$ cat config.mk
export PLATFORM = sky130hd
export DESIGN_NAME = bitmap_block_inode_allocator_flat
export DESIGN_NICKNAME = d
export VERILOG_FILES = /design/src/rtl/bbia_pkg.sv /design/src/rtl/bbia_if.sv /design/src/rtl/bitmap_block_inode_allocator.sv /design/src/rtl/bbia_front.sv /design/src/rtl/bbia_back.sv /design/src/flat_wrapper.sv
export VERILOG_INCLUDE_DIRS = /design/src /design/src/rtl
export SDC_FILE = /design/constraint.sdc
export NUM_CORES = 2
export LEC_CHECK = 0
export BUFFER_PORTS_ARGS = -buffer_cell sky130_fd_sc_hd__clkbuf_2
export CORE_MARGIN = 4
export CORE_UTILIZATION = 40
export CTS_BUF_LIST = sky130_fd_sc_hd__clkbuf_4
export DETAILED_ROUTE_END_ITERATION = 12
export HOLD_SLACK_MARGIN = 0.12
export PLACE_DENSITY_LB_ADDON = 0.08
export SLEW_MARGIN = 0
export SYNTH_ARGS = -nofsm -noshare
export SYNTH_HDL_FRONTEND = slang
export SYNTH_HIERARCHICAL = 1
export SYNTH_SLANG_ARGS = --single-unit
$ cat constraint.sdc
create_clock -name clk -period 15 [get_ports clk]
set_clock_uncertainty 0.2 [all_clocks]
set_input_delay 3 -clock clk [delete_from_list [all_inputs] [get_ports clk]]
set_output_delay 3 -clock clk [all_outputs]
set_load 0.05 [all_outputs]
$ cat src/rtl/bitmap_block_inode_allocator_macros.svh
// Assertion macros for the allocator.
`ifndef BITMAP_BLOCK_INODE_ALLOCATOR_MACROS_SVH
`define BITMAP_BLOCK_INODE_ALLOCATOR_MACROS_SVH
`ifndef NO_ASSERTIONS
`define BBIA_ASSERT_IMPL(label, clk, rst, ante, cons) \
  label: assert property (@(posedge clk) disable iff (rst) (ante) |-> (cons)) \
    else $error("assertion failed");
`define BBIA_ASSERT_NEXT(label, clk, rst, ante, cons) \
  label: assert property (@(posedge clk) disable iff (rst) (ante) |=> (cons)) \
    else $error("assertion failed");
`else
`define BBIA_ASSERT_IMPL(label, clk, rst, ante, cons)
`define BBIA_ASSERT_NEXT(label, clk, rst, ante, cons)
`endif
`endif

$ cat src/rtl/bbia_pkg.sv
`timescale 1ns / 1ps
package bbia_pkg;
  localparam int BLOCK_COUNT = 1024;
  localparam int INODE_COUNT = 64;
  localparam int WORD_BITS   = 32;
  localparam int BLOCK_WORDS = BLOCK_COUNT / WORD_BITS;
  localparam int INODE_WORDS = INODE_COUNT / WORD_BITS;
  localparam int IDX_W  = 10;
  localparam int BIT_W  = $clog2(WORD_BITS);
  localparam int BWA_W  = $clog2(BLOCK_WORDS);
  localparam int IWA_W  = $clog2(INODE_WORDS);
  localparam int FB_W   = 11;
  localparam int FI_W   = 7;
  localparam int QDEPTH = 2;

  typedef enum logic [1:0] {
    OP_ALLOC_BLOCK = 2'd0,
    OP_FREE_BLOCK  = 2'd1,
    OP_ALLOC_INODE = 2'd2,
    OP_FREE_INODE  = 2'd3
  } op_t;

  typedef struct packed {
    op_t              op;
    logic [IDX_W-1:0] idx;
    logic             in_range;
  } cmd_t;

  typedef enum logic [2:0] {
    ST_IDLE, ST_READ, ST_CHECK, ST_WRITE, ST_DONE
  } state_t;
endpackage

$ cat src/rtl/bbia_if.sv
`timescale 1ns / 1ps
interface bbia_in_if import bbia_pkg::*; ();
  logic             valid;
  logic             ready;
  logic [1:0]       operation;
  logic [IDX_W-1:0] index;
  modport source (output valid, operation, index, input ready);
  modport sink   (input valid, operation, index, output ready);
endinterface

interface bbia_out_if import bbia_pkg::*; ();
  logic             valid;
  logic             ready;
  logic [IDX_W-1:0] granted_index;
  logic             found;
  logic [FB_W-1:0]  free_blocks;
  logic [FI_W-1:0]  free_inodes;
  modport source (output valid, granted_index, found, free_blocks, free_inodes,
                  input ready);
  modport sink   (input valid, granted_index, found, free_blocks, free_inodes,
                  output ready);
endinterface

$ cat src/rtl/bitmap_block_inode_allocator.sv
`timescale 1ns / 1ps
// channel   | dir | payload
// in_ch     | in  | operation[1:0], index[9:0]
// out_ch    | out | granted_index[9:0], found, free_blocks[10:0], free_inodes[6:0]
// cfg       | in  | cfg_we, cfg_wdata[9:0] (reserved_blocks)
// One word at a time in the back end: allocations scan the bitmap word by word
// (up to 33 words for blocks, 2 for inodes).
// The block bitmap memory's single port sets the scan pace.
// A two-entry queue in front accepts words while the back end works.
// rst is synchronous; bitmaps read as free after reset with no clearing pass.
module bitmap_block_inode_allocator import bbia_pkg::*; (
  input  logic             clk,
  input  logic             rst,
  input  logic             cfg_we,
  input  logic [IDX_W-1:0] cfg_wdata,
  bbia_in_if.sink          in_ch,
  bbia_out_if.source       out_ch
);
  logic [IDX_W-1:0] reserved;
  cmd_t cmd;
  logic cmd_valid, cmd_pop;

  always_ff @(posedge clk) begin
    if (rst) reserved <= IDX_W'(16);
    else if (cfg_we) reserved <= cfg_wdata;
  end

  bbia_front u_front (.clk, .rst, .in_ch, .cmd, .cmd_valid, .cmd_pop);
  bbia_back  u_back  (.clk, .rst, .reserved, .cmd, .cmd_valid, .cmd_pop, .out_ch);
endmodule

$ cat src/rtl/bbia_front.sv
`timescale 1ns / 1ps
module bbia_front import bbia_pkg::*; (
  input  logic       clk,
  input  logic       rst,
  bbia_in_if.sink    in_ch,
  output cmd_t       cmd,
  output logic       cmd_valid,
  input  logic       cmd_pop
);
  `include "bitmap_block_inode_allocator_macros.svh"
  cmd_t q [QDEPTH];
  logic [0:0] wptr, rptr;
  logic [1:0] cnt;
  cmd_t c_in;
  logic push;

  always_comb begin
    c_in.op  = op_t'(in_ch.operation);
    c_in.idx = in_ch.index;
    // inode frees beyond the table do nothing
    if (c_in.op == OP_FREE_INODE) c_in.in_range = (in_ch.index < IDX_W'(INODE_COUNT));
    else c_in.in_range = 1'b1;
  end

  assign in_ch.ready = (cnt != 2'(QDEPTH));
  assign push = in_ch.valid && in_ch.ready;
  assign cmd_valid = (cnt != 2'd0);
  assign cmd = q[rptr];

  always_ff @(posedge clk) begin
    if (push) q[wptr] <= c_in;
  end

  always_ff @(posedge clk) begin
    if (rst) begin
      wptr <= '0; rptr <= '0; cnt <= '0;
    end else begin
      if (push) wptr <= wptr + 1'b1;
      if (cmd_pop) rptr <= rptr + 1'b1;
      cnt <= cnt + 2'(push) - 2'(cmd_pop);
    end
  end

  `BBIA_ASSERT_IMPL(a_no_pop_empty, clk, rst, cmd_pop, cnt != 2'd0)
  `BBIA_ASSERT_IMPL(a_cnt_max, clk, rst, 1'b1, cnt <= 2'(QDEPTH))
  `BBIA_ASSERT_NEXT(a_push_cnt, clk, rst, push && !cmd_pop, cnt == $past(cnt) + 2'd1)
endmodule

$ cat src/rtl/bbia_back.sv
`timescale 1ns / 1ps
module bbia_back import bbia_pkg::*; (
  input  logic             clk,
  input  logic             rst,
  input  logic [IDX_W-1:0] reserved,
  input  cmd_t             cmd,
  input  logic             cmd_valid,
  output logic             cmd_pop,
  bbia_out_if.source       out_ch
);
  `include "bitmap_block_inode_allocator_macros.svh"
  logic [WORD_BITS-1:0] bmem [BLOCK_WORDS];
  logic [BLOCK_WORDS-1:0] bvalid;
  logic [WORD_BITS-1:0] imap [INODE_WORDS];
  logic [WORD_BITS-1:0] rdata, rword;
  logic rvalid;

  state_t state, state_next;
  cmd_t cur;
  logic [IDX_W-1:0] pos;       // current candidate word base
  logic [IDX_W:0]   left;      // candidates remaining
  logic [IDX_W-1:0] gidx;
  logic             gfound;
  logic [FB_W-1:0]  used;
  logic [FI_W-1:0]  ifree;
  logic [BIT_W-1:0] hit_bit;
  logic             hit;
  logic [WORD_BITS-1:0] wdata;
  logic [BWA_W-1:0] waddr;
  logic             wen;
  logic [IDX_W:0]   cap;
  logic [BIT_W:0]   span;
  logic             do_alloc_b;

  assign waddr = pos[IDX_W-1:BIT_W];
  assign rword = rvalid ? rdata : '0;
  assign do_alloc_b = (cur.op == OP_ALLOC_BLOCK);

  // first free bit: for blocks in window [pos low bits .. min(end, left)] not below reserved; for inodes in the word
  always_comb begin
    logic [IDX_W-1:0] cand;
    hit = 1'b0; hit_bit = '0;
    for (int b = WORD_BITS - 1; b >= 0; b--) begin
      cand = {pos[IDX_W-1:BIT_W], BIT_W'(b)};
      if (do_alloc_b) begin
        if (BIT_W'(b) >= pos[BIT_W-1:0] &&
            (11'(b) - 11'(pos[BIT_W-1:0])) < left &&
            cand >= reserved && !rword[b]) begin
          hit = 1'b1; hit_bit = BIT_W'(b);
        end
      end else if (!imap[pos[IWA_W+BIT_W-1:BIT_W]][b]) begin
        hit = 1'b1; hit_bit = BIT_W'(b);
      end
    end
  end

  always_comb begin
    span = (BIT_W+1)'(WORD_BITS) - {1'b0, pos[BIT_W-1:0]};
  end

  always_comb begin
    state_next = state;
    unique case (state)
      ST_IDLE:  if (cmd_valid) state_next = ST_READ;
      ST_READ:  state_next = ST_CHECK;
      ST_CHECK: begin
        if (!(cur.op == OP_ALLOC_BLOCK || cur.op == OP_ALLOC_INODE)) state_next = ST_WRITE;
        else if (hit) state_next = ST_WRITE;
        else if (do_alloc_b && left > 11'(span)) state_next = ST_READ;
        else if (!do_alloc_b && pos[IDX_W-1:BIT_W] != 5'(INODE_WORDS - 1))
          state_next = ST_READ;
        else state_next = ST_WRITE;
      end
      ST_WRITE: state_next = ST_DONE;
      ST_DONE:  if (out_ch.ready) state_next = ST_IDLE;
      default:  state_next = ST_IDLE;
    endcase
  end

  always_comb begin
    cmd_pop = (state == ST_IDLE) && cmd_valid;
    out_ch.valid = (state == ST_DONE);
  end

  always_ff @(posedge clk) begin
    if (rst) state <= ST_IDLE;
    else state <= state_next;
  end

  // block word memory; unwritten words read as zero via bvalid
  always_ff @(posedge clk) begin
    if (state == ST_READ) begin
      rdata  <= bmem[waddr];
    end
    if (wen) bmem[waddr] <= wdata;
  end

  always_comb begin
    wen = 1'b0; wdata = rword;
    if (state == ST_WRITE && gfound && cur.op == OP_ALLOC_BLOCK) begin
      wen = 1'b1; wdata = rword | (WORD_BITS'(1) << gidx[BIT_W-1:0]);
    end else if (state == ST_WRITE && cur.op == OP_FREE_BLOCK) begin
      wen = 1'b1; wdata = rword & ~(WORD_BITS'(1) << cur.idx[BIT_W-1:0]);
    end
  end

  always_ff @(posedge clk) begin
    if (rst) begin
      bvalid <= '0; rvalid <= 1'b0; used <= '0; ifree <= FI_W'(INODE_COUNT);
      for (int w = 0; w < INODE_WORDS; w++) imap[w] <= '0;
    end else begin
      if (state == ST_READ) rvalid <= bvalid[waddr];
      if (wen) bvalid[waddr] <= 1'b1;
      if (state == ST_WRITE) begin
        unique case (cur.op)
          OP_ALLOC_BLOCK: if (gfound && used != FB_W'(BLOCK_COUNT)) used <= used + 1'b1;
          OP_FREE_BLOCK:  if (used != '0) used <= used - 1'b1;
          OP_ALLOC_INODE: if (gfound) begin
            imap[gidx[IWA_W+BIT_W-1:BIT_W]][gidx[BIT_W-1:0]] <= 1'b1;
            if (ifree != '0) ifree <= ifree - 1'b1;
          end
          OP_FREE_INODE: if (cur.in_range) begin
            imap[cur.idx[IWA_W+BIT_W-1:BIT_W]][cur.idx[BIT_W-1:0]] <= 1'b0;
            if (ifree != FI_W'(INODE_COUNT)) ifree <= ifree + 1'b1;
          end
          default: ;
        endcase
      end
    end
  end

  always_ff @(posedge clk) begin
    if (cmd_pop) begin
      cur <= cmd; gfound <= 1'b0; gidx <= '0;
      left <= (IDX_W+1)'(BLOCK_COUNT - 1);
      if (cmd.op == OP_ALLOC_BLOCK) pos <= cmd.idx + 1'b1;
      else if (cmd.op == OP_FREE_BLOCK) pos <= cmd.idx;
      else pos <= '0;
    end else if (state == ST_CHECK) begin
      if (cur.op == OP_FREE_BLOCK || cur.op == OP_FREE_INODE) begin
        gfound <= cur.in_range;
      end else if (hit) begin
        gfound <= 1'b1;
        gidx <= {pos[IDX_W-1:BIT_W], hit_bit};
      end else if (do_alloc_b) begin
        left <= (left > 11'(span)) ? left - 11'(span) : '0;
        pos  <= {pos[IDX_W-1:BIT_W] + 1'b1, BIT_W'(0)};
      end else begin
        pos  <= {pos[IDX_W-1:BIT_W] + 1'b1, BIT_W'(0)};
      end
    end
  end

  always_comb begin
    cap = (IDX_W+1)'(BLOCK_COUNT) - {1'b0, reserved};
    out_ch.granted_index = gidx;
    out_ch.found = gfound;
    out_ch.free_blocks = (cap > used) ? cap - used : '0;
    out_ch.free_inodes = ifree;
  end

  `BBIA_ASSERT_IMPL(a_pop_idle, clk, rst, cmd_pop, state == ST_IDLE)
  `BBIA_ASSERT_IMPL(a_ifree_cap, clk, rst, 1'b1, ifree <= FI_W'(INODE_COUNT))
  `BBIA_ASSERT_NEXT(a_done_hold, clk, rst, out_ch.valid && !out_ch.ready,
                    out_ch.valid && $stable(gidx))
endmodule

$ cat src/flat_wrapper.sv
// flat-port wrapper written by rule: the top's interface ports become plain ports
module bitmap_block_inode_allocator_flat import bbia_pkg::*;
  (clk, rst, cfg_we, cfg_wdata, in_ch_valid, in_ch_operation, in_ch_index, in_ch_ready, out_ch_valid, out_ch_granted_index, out_ch_found, out_ch_free_blocks, out_ch_free_inodes, out_ch_ready);
  bbia_in_if in_ch_i ();
  bbia_out_if out_ch_i ();
  input  logic clk;
  input  logic rst;
  input  logic cfg_we;
  input  logic [IDX_W-1:0] cfg_wdata;
  input wire logic [$bits(in_ch_i.valid)-1:0] in_ch_valid;
  input wire logic [$bits(in_ch_i.operation)-1:0] in_ch_operation;
  input wire logic [$bits(in_ch_i.index)-1:0] in_ch_index;
  output wire logic [$bits(in_ch_i.ready)-1:0] in_ch_ready;
  output wire logic [$bits(out_ch_i.valid)-1:0] out_ch_valid;
  output wire logic [$bits(out_ch_i.granted_index)-1:0] out_ch_granted_index;
  output wire logic [$bits(out_ch_i.found)-1:0] out_ch_found;
  output wire logic [$bits(out_ch_i.free_blocks)-1:0] out_ch_free_blocks;
  output wire logic [$bits(out_ch_i.free_inodes)-1:0] out_ch_free_inodes;
  input wire logic [$bits(out_ch_i.ready)-1:0] out_ch_ready;
  assign in_ch_i.valid = in_ch_valid;
  assign in_ch_i.operation = in_ch_operation;
  assign in_ch_i.index = in_ch_index;
  assign in_ch_ready = in_ch_i.ready;
  assign out_ch_valid = out_ch_i.valid;
  assign out_ch_granted_index = out_ch_i.granted_index;
  assign out_ch_found = out_ch_i.found;
  assign out_ch_free_blocks = out_ch_i.free_blocks;
  assign out_ch_free_inodes = out_ch_i.free_inodes;
  assign out_ch_i.ready = out_ch_ready;
  bitmap_block_inode_allocator u_core (.clk(clk), .rst(rst), .cfg_we(cfg_we), .cfg_wdata(cfg_wdata), .in_ch(in_ch_i), .out_ch(out_ch_i));
endmodule
==> impl_metrics.json <==
{
  "outcome": "completed",
  "dp.final_hpwl_um": 109000,
  "fin_crit_ns": 8.17,
  "die_h_um": 392,
  "regToRegEndpoint": "u_core/u_back/left[8]$_SDFFE_PP1P_",
  "timing.reg2reg.worst_path_depth": 15,
  "critical_path.reg2reg.startpoint": "u_core/u_back/pos[3]$_SDFFCE_PN0P_",
  "overall_power_of_the_completed_layout_uw": 11600,
  "cell_chosen_for_the_clock_root": "sky130_fd_sc_hd__clkbuf_4",
  "grt_start_max_net_pins": 102,
  "max_freq_ghz": 0.122,
  "layout_setup_ws_ns": 6.83,
  "power.switching_fraction_pct": 37.0,
  "routed-via-count": 37800,
  "avgSynthCellArea_um2": 15.2,
  "placement_rows": 140,
  "final_cells": 6388,
  "vias_per_cell": 5.92,
  "critPathMaxFanout": 11,
  "report.final.setup_viol": 0,
  "vdd_ir_drop_max_v": 0.000147,
  "global_route.usage.total_pct": 25.0,
  "tightest_slew_ns": 1.31,
  "multi_input_area_mm2": 0.0211,
  "p_leak_uw": 0.0234,
  "drv_cap": 0,
  "predominant_post_synthesis_flop_cell": "sky130_fd_sc_hd__edfxtp_1",
  "share_of_synthesized_registers_carrying_an_async_set_or_reset_pct": 0,
  "clock_tree_from_tritoncts": "yes",
  "drc": 0,
  "area.growth.synth_to_final_pct": 12.9,
  "power.clock.fraction_pct": 26.7,
  "i_o_pin_count": 58,
  "number_of_global_route_vias_before_repair": 37900,
  "met2_usage_pct": 40.1,
  "die_w_um": 392,
  "die_footprint_mm2": 0.153,
  "holdCritPathClass": "reg -> reg",
  "filler_cell_count": 13100,
  "tritoncts.num_buffers": 359,
  "synth_enable_flop_cells": 1165,
  "clockBufferDepth": 4,
  "r2r_setup_slack_ns": 8.38,
  "cts_hold_repair.buffers": 0,
  "synth_top_cells_by_area": "sky130_fd_sc_hd__edfxtp_1 (59%), sky130_fd_sc_hd__mux4_2 (10%), sky130_fd_sc_hd__ha_1 (6.8%), sky130_fd_sc_hd__dfxtp_1 (3.1%), sky130_fd_sc_hd__a22oi_1 (2.1%)",
  "top_usage_layer": "met2",
  "power.combinational.fraction_pct": 35.5,
  "internal_power_uw": 7280,
  "dpl_worst_slack_ns": 8.00,
  "worstHoldEndpoint": "u_core/u_back/bvalid[23]$_SDFFE_PP0N_",
  "grt_pass1_wl_um": 274000,
  "port_buffers": 57,
  "first_pass_iters": 5,
  "post-cts-setup-buffer-count": 0,
  "number_of_antenna_violations_at_the_first_check_in_global_routing": 3,
  "postCtsResizedCells": 0,
  "seqCellArea_mm2": 0.0368,
  "synth.top_cell.area_share_pct": 59.4,
  "ant_nets": 0,
  "worstHoldPathCells": 2,
  "clkTransAtPathRegs_ns": 0.06,
  "finalSetupTns_ns": 0,
  "timing.slew.headroom_pct": 12.4,
  "critical_path.startpoint_type": "flop",
  "cp_data_arrival_time_ns": 4.97,
  "met3_usage_pct": 4.30,
  "final_nets": 4566,
  "critPathRequiredTime_ns": 11.80,
  "finalHoldViolations": 0,
  "setup.worst_path.class": "reg -> out",
  "clkSinkCount": 1257,
  "netlist.top_cell.by_area": "sky130_fd_sc_hd__edfxtp_1",
  "core_area_mm2": 0.146,
  "number_of_cells_after_detailed_placement": 5770,
  "seq_total_area_yosys_pct": 62.5,
  "post-route-period-util_pct": 54.5,
  "synthMostInstantiatedCell": "sky130_fd_sc_hd__edfxtp_1",
  "ctsHtreeMaxLevel": 5,
  "p_switching_uw": 4280,
  "report.final.slew_viol_count": 0,
  "p_seq_share_pct": 37.9,
  "drt_iter0_drc": 3461,
  "hold_path_startpoint": "u_core/u_back/bvalid[23]$_SDFFE_PP0N_",
  "synthesis.instances": 3883,
  "netlist_area_mm2": 0.0589,
  "fin_util_pct": 45.5,
  "groute.layer.met1.usage_pct": 34.2,
  "synthTopCellsByCount": "sky130_fd_sc_hd__edfxtp_1 (1,165), sky130_fd_sc_hd__ha_1 (321), sky130_fd_sc_hd__mux4_2 (264)",
  "power-per-cell-area_mw_per_mm2": 174,
  "drive_gt1_share_pct": 25.3,
  "synth.yosys.warnings": 6,
  "start_util_pct": 40.4,
  "gp_congestion": 0.949,
  "clkLatencyLatePin_ns": 1.27,
  "route.final.wire_length_um": 193000,
  "rsz0062_at_grt": "no",
  "globalRoute.totalOverflow": 0,
  "routed_wire_length_per_instance_um": 30.1,
  "synth_fp_nets": 4235,
  "critical_path.endpoint_type": "output port",
  "yosys_register_bits": 1257,
  "synth_cell_type_count": 104
}
-- placed cells by master, fill, tap and decap left out, drive strengths merged, types with 48 or more instances in the layout --
| cell | Yosys | layout |
|---|---|---|
| o21bai | 52 | 52 |
| ha | 321 | 321 |
| dfxtp | 92 | 92 |
| a21o | 51 | 51 |
| mux2i | 48 | 48 |
| clkbuf | 130 | 602 |
| nor2 | 237 | 237 |
| a21oi | 185 | 185 |
| a22oi | 165 | 165 |
| clkinv | 1 | 59 |
| o21ai | 81 | 81 |
| nand2 | 133 | 133 |
| mux4 | 264 | 264 |
| nor3 | 99 | 99 |
| nand3 | 58 | 58 |
| edfxtp | 1165 | 1165 |
| nand4 | 58 | 58 |
| inv | 132 | 137 |
| buf | 73 | 117 |
-- cell type report --
class                           count  share of cell area [%]
Sequential cell                  1257                    55.4
Timing Repair Buffer              173                    1.78
Antenna cell                        7                  0.0264
Inverter                          133                   0.751
Clock buffer                      546                    6.17
Multi-Input combinational cell   2290                    31.8
Tap cell                         1917                    3.61
Clock inverter                     65                   0.435
-- through the flow --
step	hold WS, ns	area (um2)
3_3_place_gp	0.245	62100
6_report	0.264	66500
2_1_floorplan	0.235	58900
3_5_place_dp	0.254	62100
5_1_grt	0.274	66500
4_1_cts	0.267	66400
-- routing by layer --
metal / vias up / part of all wire, %
met5: - / 0
met2: 1383 / 47
li1: 16500 / -
met1: 19700 / 43
met3: 327 / 6.3
met4: 0 / 3.6
-- state kept, by name, summed over array words and instances (netlist names), 2 cells and up, named ones only --
register	flops
u_core/u_back/rdata	32
u_core/u_back/imap	64
u_core/u_back/used	11
u_core/u_back/state	3
u_core/u_front/cnt	2
u_core/reserved	10
u_core/u_back/bvalid	32
u_core/u_back/cur	9
u_core/u_back/pos	10
u_core/u_back/left	11
u_core/u_back/out_ch.free_inodes	7
u_core/u_back/out_ch.granted_index	10
u_core/u_back/bmem	1024
u_core/u_front/q	26
-- cell families after synthesis --
logic type	Yosys count	synth area share [%]
flip-flops	1257	62.5
AO/OA/AOI/OAI	793	9.30
adder cells (fa/ha/maj)	325	6.96
buffers and inverters	336	2.31
AND/OR/NAND/NOR	782	6.74
multiplexers	330	11.3
XOR/XNOR	60	0.892
-- power by group through the flow --
stage | sequential, uW | combinational, uW | clock (uW)
6_report | 4380 | 4100 | 3080
5_1_grt | 4380 | 4430 | 3390
4_1_cts | 4370 | 4100 | 3180
3_5_place_dp | 4440 | 4090 | 0
3_3_place_gp | 4440 | 4080 | 0
2_1_floorplan | 4310 | 2750 | 0
-- critical path, cell delays in order, from the launching register on --
cell	delay [ns]
sky130_fd_sc_hd__dfxtp_1	0.49
sky130_fd_sc_hd__inv_1	0.12
sky130_fd_sc_hd__ha_1	0.29
sky130_fd_sc_hd__xnor2_1	0.16
sky130_fd_sc_hd__ha_1	0.36
sky130_fd_sc_hd__o21ai_0	0.14
sky130_fd_sc_hd__a21oi_1	0.25
sky130_fd_sc_hd__o21ai_0	0.15
sky130_fd_sc_hd__a21oi_1	0.21
sky130_fd_sc_hd__o21ai_0	0.12
sky130_fd_sc_hd__a21oi_1	0.24
sky130_fd_sc_hd__o21a_1	0.18
sky130_fd_sc_hd__o2111ai_1	0.40
sky130_fd_sc_hd__a211oi_1	0.38
sky130_fd_sc_hd__clkbuf_2	0.33
-- worst max path at each step --
stage,start,end,cells past startpoint
6_report,u_core/reserved[1]$_SDFFE_PP0P_,out_ch_free_blocks[9],14
5_1_grt,u_core/reserved[1]$_SDFFE_PP0P_,out_ch_free_blocks[5],14
4_1_cts,u_core/reserved[1]$_SDFFE_PP0P_,out_ch_free_blocks[9],14
3_5_place_dp,u_core/reserved[1]$_SDFFE_PP0P_,out_ch_free_blocks[9],14
3_3_place_gp,u_core/reserved[1]$_SDFFE_PP0P_,out_ch_free_blocks[5],14
2_1_floorplan,u_core/reserved[2]$_SDFFE_PP0P_,out_ch_free_blocks[3],13
Power figures use the tool's default switching activity.
